`config.mk`:
```
export PLATFORM = sky130hd
export DESIGN_NAME = usph_div
export DESIGN_NICKNAME = d
export VERILOG_FILES = /design/src/design/usph_pkg.sv /design/src/design/usph_div.sv
export SDC_FILE = /design/constraint.sdc
export NUM_CORES = 1
export LEC_CHECK = 0
export ABC_AREA = 1
export BUFFER_PORTS_ARGS = -buffer_cell sky130_fd_sc_hd__buf_2
export CORE_MARGIN = 2
export CORE_UTILIZATION = 55
export CTS_CLUSTER_SIZE = 25
export DETAILED_ROUTE_END_ITERATION = 6
export PLACE_DENSITY = 0.75
export SLEW_MARGIN = 0
export SYNTH_ARGS = -nofsm -noshare
export SYNTH_HDL_FRONTEND = slang
export SYNTH_SLANG_ARGS = --single-unit
```
`constraint.sdc`:
```
create_clock -name clk_i -period 1.8 [get_ports clk_i]
set_input_delay 0.09 -clock clk_i [delete_from_list [all_inputs] [get_ports clk_i]]
set_output_delay 0.09 -clock clk_i [all_outputs]
set_load 0.01 [all_outputs]
```
`src/design/usph_pkg.sv`:
```
// ----------------------------------------------------------------------------
// usph_pkg: shared types and constants of the UV sphere tessellator
// Widths, pipeline depths, register indexes and the CORDIC arctangent table.
// ----------------------------------------------------------------------------
package usph_pkg;

  localparam int GRID_W      = 6;
  localparam int COUNT_W     = 7;
  localparam int RADIUS_W    = 16;
  localparam int POS_W       = 17;
  localparam int IDX_W       = 12;
  localparam int MAX_ROWS    = 64;
  localparam int MAX_COLUMNS = 64;
  localparam int MIN_COUNT   = 3;
  localparam int ANGLE_BITS  = 16;

  // Restoring divider for the grid angles.
  localparam int DIV_STEPS = ANGLE_BITS + 1;
  localparam int DIV_NUM_W = GRID_W + ANGLE_BITS;
  localparam int DIV_REM_W = COUNT_W;

  // CORDIC rotation.
  localparam int CORDIC_STEPS = 24;
  localparam int TRIG_W       = 34;
  localparam int Z_W          = 32;
  localparam int PROD_W       = 2 * TRIG_W;
  localparam int SCALE_W      = RADIUS_W + 1 + TRIG_W;
  localparam logic signed [TRIG_W-1:0] CORDIC_GAIN = 34'sd652032874;

  // Entry stage, divider, CORDIC (prep, steps, quadrant restore), scaling.
  localparam int CORDIC_DEPTH = CORDIC_STEPS + 2;
  localparam int SCALE_DEPTH  = 4;
  localparam int PIPE_DEPTH   = 1 + DIV_STEPS + CORDIC_DEPTH + SCALE_DEPTH;

  localparam int POS_MAX = 65535;

  localparam int CFG_IDX_W = 2;
  localparam logic [CFG_IDX_W-1:0] REG_COLUMN_COUNT  = 2'd0;
  localparam logic [CFG_IDX_W-1:0] REG_ROW_COUNT     = 2'd1;
  localparam logic [CFG_IDX_W-1:0] REG_SPHERE_RADIUS = 2'd2;

  // Triangle indices and flags that ride alongside the arithmetic.
  typedef struct packed {
    logic             out_of_range;
    logic             upper_valid;
    logic [IDX_W-1:0] upper_a;
    logic [IDX_W-1:0] upper_b;
    logic [IDX_W-1:0] upper_c;
    logic             lower_valid;
    logic [IDX_W-1:0] lower_a;
    logic [IDX_W-1:0] lower_b;
    logic [IDX_W-1:0] lower_c;
  } tri_sb_t;

  // Arctangent of 2^-i in 32-bit turn units.
  function automatic logic signed [Z_W-1:0] cordic_atan(input int i);
    logic signed [Z_W-1:0] a;
    case (i)
      0:       a = 32'sh20000000;
      1:       a = 32'sh12E4051D;
      2:       a = 32'sh09FB385B;
      3:       a = 32'sh051111D4;
      4:       a = 32'sh028B0D43;
      5:       a = 32'sh0145D7E1;
      6:       a = 32'sh00A2F61E;
      7:       a = 32'sh00517C55;
      8:       a = 32'sh0028BE53;
      9:       a = 32'sh00145F2E;
      10:      a = 32'sh000A2F98;
      11:      a = 32'sh000517CC;
      12:      a = 32'sh00028BE6;
      13:      a = 32'sh000145F3;
      14:      a = 32'sh0000A2F9;
      15:      a = 32'sh0000517C;
      16:      a = 32'sh000028BE;
      17:      a = 32'sh0000145F;
      18:      a = 32'sh00000A2F;
      19:      a = 32'sh00000517;
      20:      a = 32'sh0000028B;
      21:      a = 32'sh00000145;
      22:      a = 32'sh000000A2;
      23:      a = 32'sh00000051;
      default: a = '0;
    endcase
    return a;
  endfunction

endpackage

```
`src/design/usph_div.sv`:
```
// ----------------------------------------------------------------------------
// usph_div: pipelined restoring divider
// One quotient bit per stage; the quotient must fit in DIV_STEPS bits.
// ----------------------------------------------------------------------------
module usph_div (
  input  logic                                 clk_i,
  input  logic                                 en_i,
  input  logic [usph_pkg::DIV_NUM_W-1:0]       num_i,
  input  logic [usph_pkg::DIV_REM_W-1:0]       den_i,
  output logic [usph_pkg::DIV_STEPS-1:0]       quo_o
);

  localparam int S  = usph_pkg::DIV_STEPS;
  localparam int RW = usph_pkg::DIV_REM_W;

  logic [RW-1:0] rem_q [S];
  logic [RW-1:0] den_q [S];
  logic [S-1:0]  num_q [S];
  logic [S-1:0]  quo_q [S];

  logic [RW-1:0] rem_in [S];
  logic [RW-1:0] den_in [S];
  logic [S-1:0]  num_in [S];
  logic [S-1:0]  quo_in [S];
  logic [RW:0]   trial  [S];

  always_comb begin
    for (int s = 0; s < S; s++) begin
      if (s == 0) begin
        rem_in[s] = RW'(num_i[usph_pkg::DIV_NUM_W-1:S]);
        den_in[s] = den_i;
        num_in[s] = num_i[S-1:0];
        quo_in[s] = '0;
      end else begin
        rem_in[s] = rem_q[s-1];
        den_in[s] = den_q[s-1];
        num_in[s] = num_q[s-1];
        quo_in[s] = quo_q[s-1];
      end
      trial[s] = {rem_in[s], num_in[s][S-1]};
    end
  end

  always_ff @(posedge clk_i) begin
    if (en_i) begin
      for (int s = 0; s < S; s++) begin
        den_q[s] <= den_in[s];
        num_q[s] <= {num_in[s][S-2:0], 1'b0};
        if (trial[s] >= {1'b0, den_in[s]}) begin
          rem_q[s] <= RW'(trial[s] - {1'b0, den_in[s]});
          quo_q[s] <= {quo_in[s][S-2:0], 1'b1};
        end else begin
          rem_q[s] <= RW'(trial[s]);
          quo_q[s] <= {quo_in[s][S-2:0], 1'b0};
        end
      end
    end
  end

  assign quo_o = quo_q[S-1];

endmodule

```
; Word-level counts from Yosys, hierarchy flattened
; Memories as Yosys holds them, arrays and structs flattened.
; Cells that the tools add are included.
; Widths: inputs -> output; s select.
[word_totals]
register_bits = 0
mem_bits_rw = 799
output_inout_bits = 17
word_cells = 210
n_memories = 4
[classes]
add_sub_neg = 17
magnitude_cmp = 17
mux = 138
bitwise = 34
[memory_table]
columns = name, words, width, rd, rd_ports_with_merged_regs, write_ports, line_no
row1 = quo_q, 17, 17, 17, 0, 17, usph_div.sv:19  ; logic [S-1:0] quo_q [S];
row2 = num_q, 17, 16, 16, 0, 17, usph_div.sv:18  ; logic [S-1:0] num_q [S];
row3 = den_q, 17, 7, 16, 0, 17, usph_div.sv:17  ; logic [RW-1:0] den_q [S];
row4 = rem_q, 17, 7, 16, 0, 17, usph_div.sv:16  ; logic [RW-1:0] rem_q [S];
[ops]
columns = cell, count
row1 = $mux 17, 17
row2 = $ge 8x7->1, 16
row3 = $mux 7, 17
row4 = $sub 7x7->7, 16
row5 = $mux 1, 104
row6 = $or 1x1->1, 34
row7 = $ge 6x7->1, 1
row8 = $sub 6x7->7, 1

; Longest topological paths before layout
; An unclocked memory read counts as a cell.
[depth]
ltp_word = 6
ltp_mapped = 12
depth_no_buf = 12

; Worst setup path before layout
; OpenSTA, ideal clock, no wires.
[synth_timing]
kind = register to register
from = mem num_q[0][47] in the netlist's numbering
to = mem rem_q[3][1] in the netlist's numbering (data pin)
setup_time_ns = 0.252
arrival_ns = 1.560
slack_ns = -0.013
path_stages_with_launch = 13
path_cell_list = edfxtp_1 -> inv_1 -> ha_1 -> inv_1 -> fa_1 -> nand3_1 -> nand3_1 -> nand2_1 -> nand2_2 -> nand2_4 -> nand2_4 -> nand2_1 -> nand2_1
[synth_rtl]
columns = element, line_no
row1 = from (decl), usph_div.sv:18
row2 = to (decl), usph_div.sv:16

==> out/results.tsv <==
stage	metric	value	unit
global_routing	GR Layer Usage met3	3.071	%
global_routing	initial antenna violation count	0	
setup_path	Startpoint Class	flop	
timing	achievable clock frequency	540.6	MHz
pwr	PwrDens	1384	mW/mm²
final_layout	final net count	2291	
cts	clock network latency to the later pin of the worst-skew pair	580	ps
yosys	Seq/Total Area, Yosys	67.59	%
global_routing	GR Layer Usage met2	30.00	%
route	DRC errors left	0	
route	drt first-iter violations	1057	
die	die area	0.04305	mm²
worst_hold_path	Hold Crit Class	input port to flop	
cts	CTS tree	done	
yosys	post-synthesis register bit count	513	
global_routing	grt met1 use	22.88	%
yosys	Syn Nets	2045	
final_layout	most frequent cells in the layout	512 x edfxtp_1, 369 x nand2_1, 263 x inv_1	
timing	final hold vios	0	
global_routing	total track usage	17.75	%
route	vias per inst	5.097	
setup_path	CP Capture Type	flop	
setup_path	Register-to-Register Path Depth	12	
setup_path	largest stage delay on the critical path	390	ps
setup_path	Max Fanout on Critical Path	7	
die	CORE AREA	0.04083	mm²
die	I/O pin count	48	
timing	unrepaired setup endpoints after global routing	yes	
route	final wirelength	40.67	mm
setup_path	CP Class	flop to flop	
yosys	ranking of synthesized cells by area	edfxtp_1 68%, nand2_1 7.6%, ha_1 6.5%	
global_routing	first-pass GRT wire length	62.67	mm
place	number of port buffers	47	
yosys	post-synthesis cell area	0.02278	mm²
global_routing	total global routing overflow	0	
place	global placement routability congestion	0.8487	
run_status	failing checks	setup timing	
timing	Pins Over Slew Limit	0	
cts	Reg clk slew, reported paths	60	ps
final_layout	Non-Filler Instances	2699	
die	Placement Rows	74	
timing	final period utilization	102.8	%
pwr	cell leakage power	12.00	nW
run	max_cap viols	0	
place	placed cell count	2525	
timing	Slew Limit Headroom	55.08	%
final_layout	Antenna Cells	0	
die	Die Wd	207.5	µm
yosys	post-synth top area share	67.51	%
yosys	Synth Area per Inst	12.11	µm²
cts	H-tree depth	2	
yosys	Post-Syn Instances	1880	
timing	post-layout minimum cycle time	1850	ps
global_routing	gr busiest metal	met2	
yosys	YS warnings	0	
cts	CTS root buffer	clkbuf_16	
route	DR vias	13760	
global_routing	vias in the first global route	13400	
cts	Sink Count	513	
final_layout	commonest non-fill, non-tap cell in the layout	edfxtp_1	
yosys	post-synth cell types	29	
place	hpwl dp	25.63	mm
route	ANT nets after route	0	
global_routing	largest net degree at the start of global routing	135	
run_status	run status	finished, violations left	
worst_hold_path	Min-Delay Path Depth	2	
timing	Least-Margin Pin Slew	673.8	ps
setup_path	WP data required	2130	ps
yosys	Yosys top cell by area	edfxtp_1	
route	routed len/inst	15.07	µm
die	Initial Util	55.78	%
setup_path	Critical Path AT	2180	ps
cts	CTS max path bufs	3	
final_layout	layout cell share with drive strength beyond 1	26.86	%
final_layout	Final Util	68.76	%
pwr	maximum vdd drop	0.0008272	V
cts	CTS Buf Count	52	
timing	Fin Clk Skew	16.66	ps
timing	post-route setup slack	-49.93	ps
timing	final setup violation count	20	
die	die height	207.5	µm
final_layout	Layout area overhead	23.28	%
route	total iterations of the first detailed-routing run	5	
setup_path	CP Cell Sequence	inv_1 -> ha_2 -> inv_2 -> fa_2 -> nand3_2 -> nand3_2 -> nand2_1 -> nand2_2 -> nand2_4 -> nand2_8 -> nand2_2 -> nand2_1	
setup_path	Max stage delay cell, worst path	edfxtp_1	
==> worst paths after layout <==
| kind | start | slack (ps) | end |
|---|---|---|---|
| setup / recovery | num_q[0][47] | -50 | rem_q[3][0] |
| hold / removal | num_i[13] | 230 | num_q[0][13] |
| setup reg to reg | num_q[0][47] | -50 | rem_q[3][0] |
| hold reg to reg | quo_q[8][2] | 400 | quo_q[9][3] |
==> metrics by stage <==
stage	cell area (µm²)	power, mW	hold slack, ps	setup TNS [ps]	setup slack, ps
final	28080	38.86	226.8	-418.2	-49.93
after global routing	28080	40.90	205.3	-5543	-123.2
after CTS	26700	36.78	184.3	-56.48	-14.16
after detailed placement	24310	25.12	268.1	-3614	-109.5
after global placement	24310	24.75	267.4	-915.0	-59.72
after floorplan	22780	22.49	188.9	0	39.09
==> worst max-delay path: cells and delay by family (launching register included) <==
| kind | cells | cell delay (ps) |
|---|---|---|
| fa+ha+maj | 2 | 500 |
| flops | 1 | 390 |
| simple gates | 8 | 600 |
| buf+inv | 2 | 110 |
==> sequential cells by signal, summed over array words and instances, names as in the netlist <==
| name | count |
|---|---|
| num_q | 136 |
| quo_q | 153 |
| den_q | 112 |
| rem_q | 112 |
==> synthesized netlist by cell type <==
library cell and number:
and3_1 13, buf_4 1, inv_2 21, buf_2 1, o21ai_1 9, nand3_1 159
or2_2 2, nand2_4 17, clkinv_2 1, a21oi_1 64, fa_1 16, nor3_2 9
ha_1 118, nand2_2 25, nor2_1 52, xor2_1 18, nor2_4 1, nand3_2 3
inv_4 8, o21ai_0 6, clkbuf_1 17, inv_1 286, edfxtp_1 512, nand4_1 17
buf_6 3, xnor2_1 31, nand2_1 460, nor3_1 9, dfxtp_1 1
==> cell families (layout without fill, tap and decap cells) <==
family / count (synthesis) / in the layout / synth area share, %
fa+ha+maj: 134 / 134 / 7.889
xor+xnor: 49 / 49 / 1.884
simple gates: 767 / 767 / 15.11
buf+inv: 338 / 625 / 5.785
flops: 513 / 513 / 67.59
compound gates: 79 / 79 / 1.736
==> layout make-up <==
class / count / area, µm²
clock inverter: 34 / 421.7
multi-input combinational: 1029 / 7291
tap: 532 / 665.6
clock buffer: 61 / 1356
sequential: 513 / 15390
timing repair buffer: 214 / 1732
inverter: 316 / 1216
fill: 2738 / 12750
==> routing by layer <==
layer / part of all wire (%) / wire length, µm
met5: 0 / 0
met4: 2.8 / 1150
met3: 4.3 / 1740
met2: 50 / 20280
met1: 43 / 17500
==> report_power, final <==
group          total, mW  internal [mW]  switching (mW)
Combinational       11.4           4.94            6.45
Sequential          16.3           15.3           0.973
Clock               11.2           6.80            4.35
==> repair_timing <==
item,in CTS,in global routing
setup endpoints to repair,85,104
hold endpoints to repair,42,0
gates resized for setup,48,258
pin swaps,25,72
hold buffers,30,0
buffers inserted,16,33
Note: power is estimated with default switching activity, not from simulation.
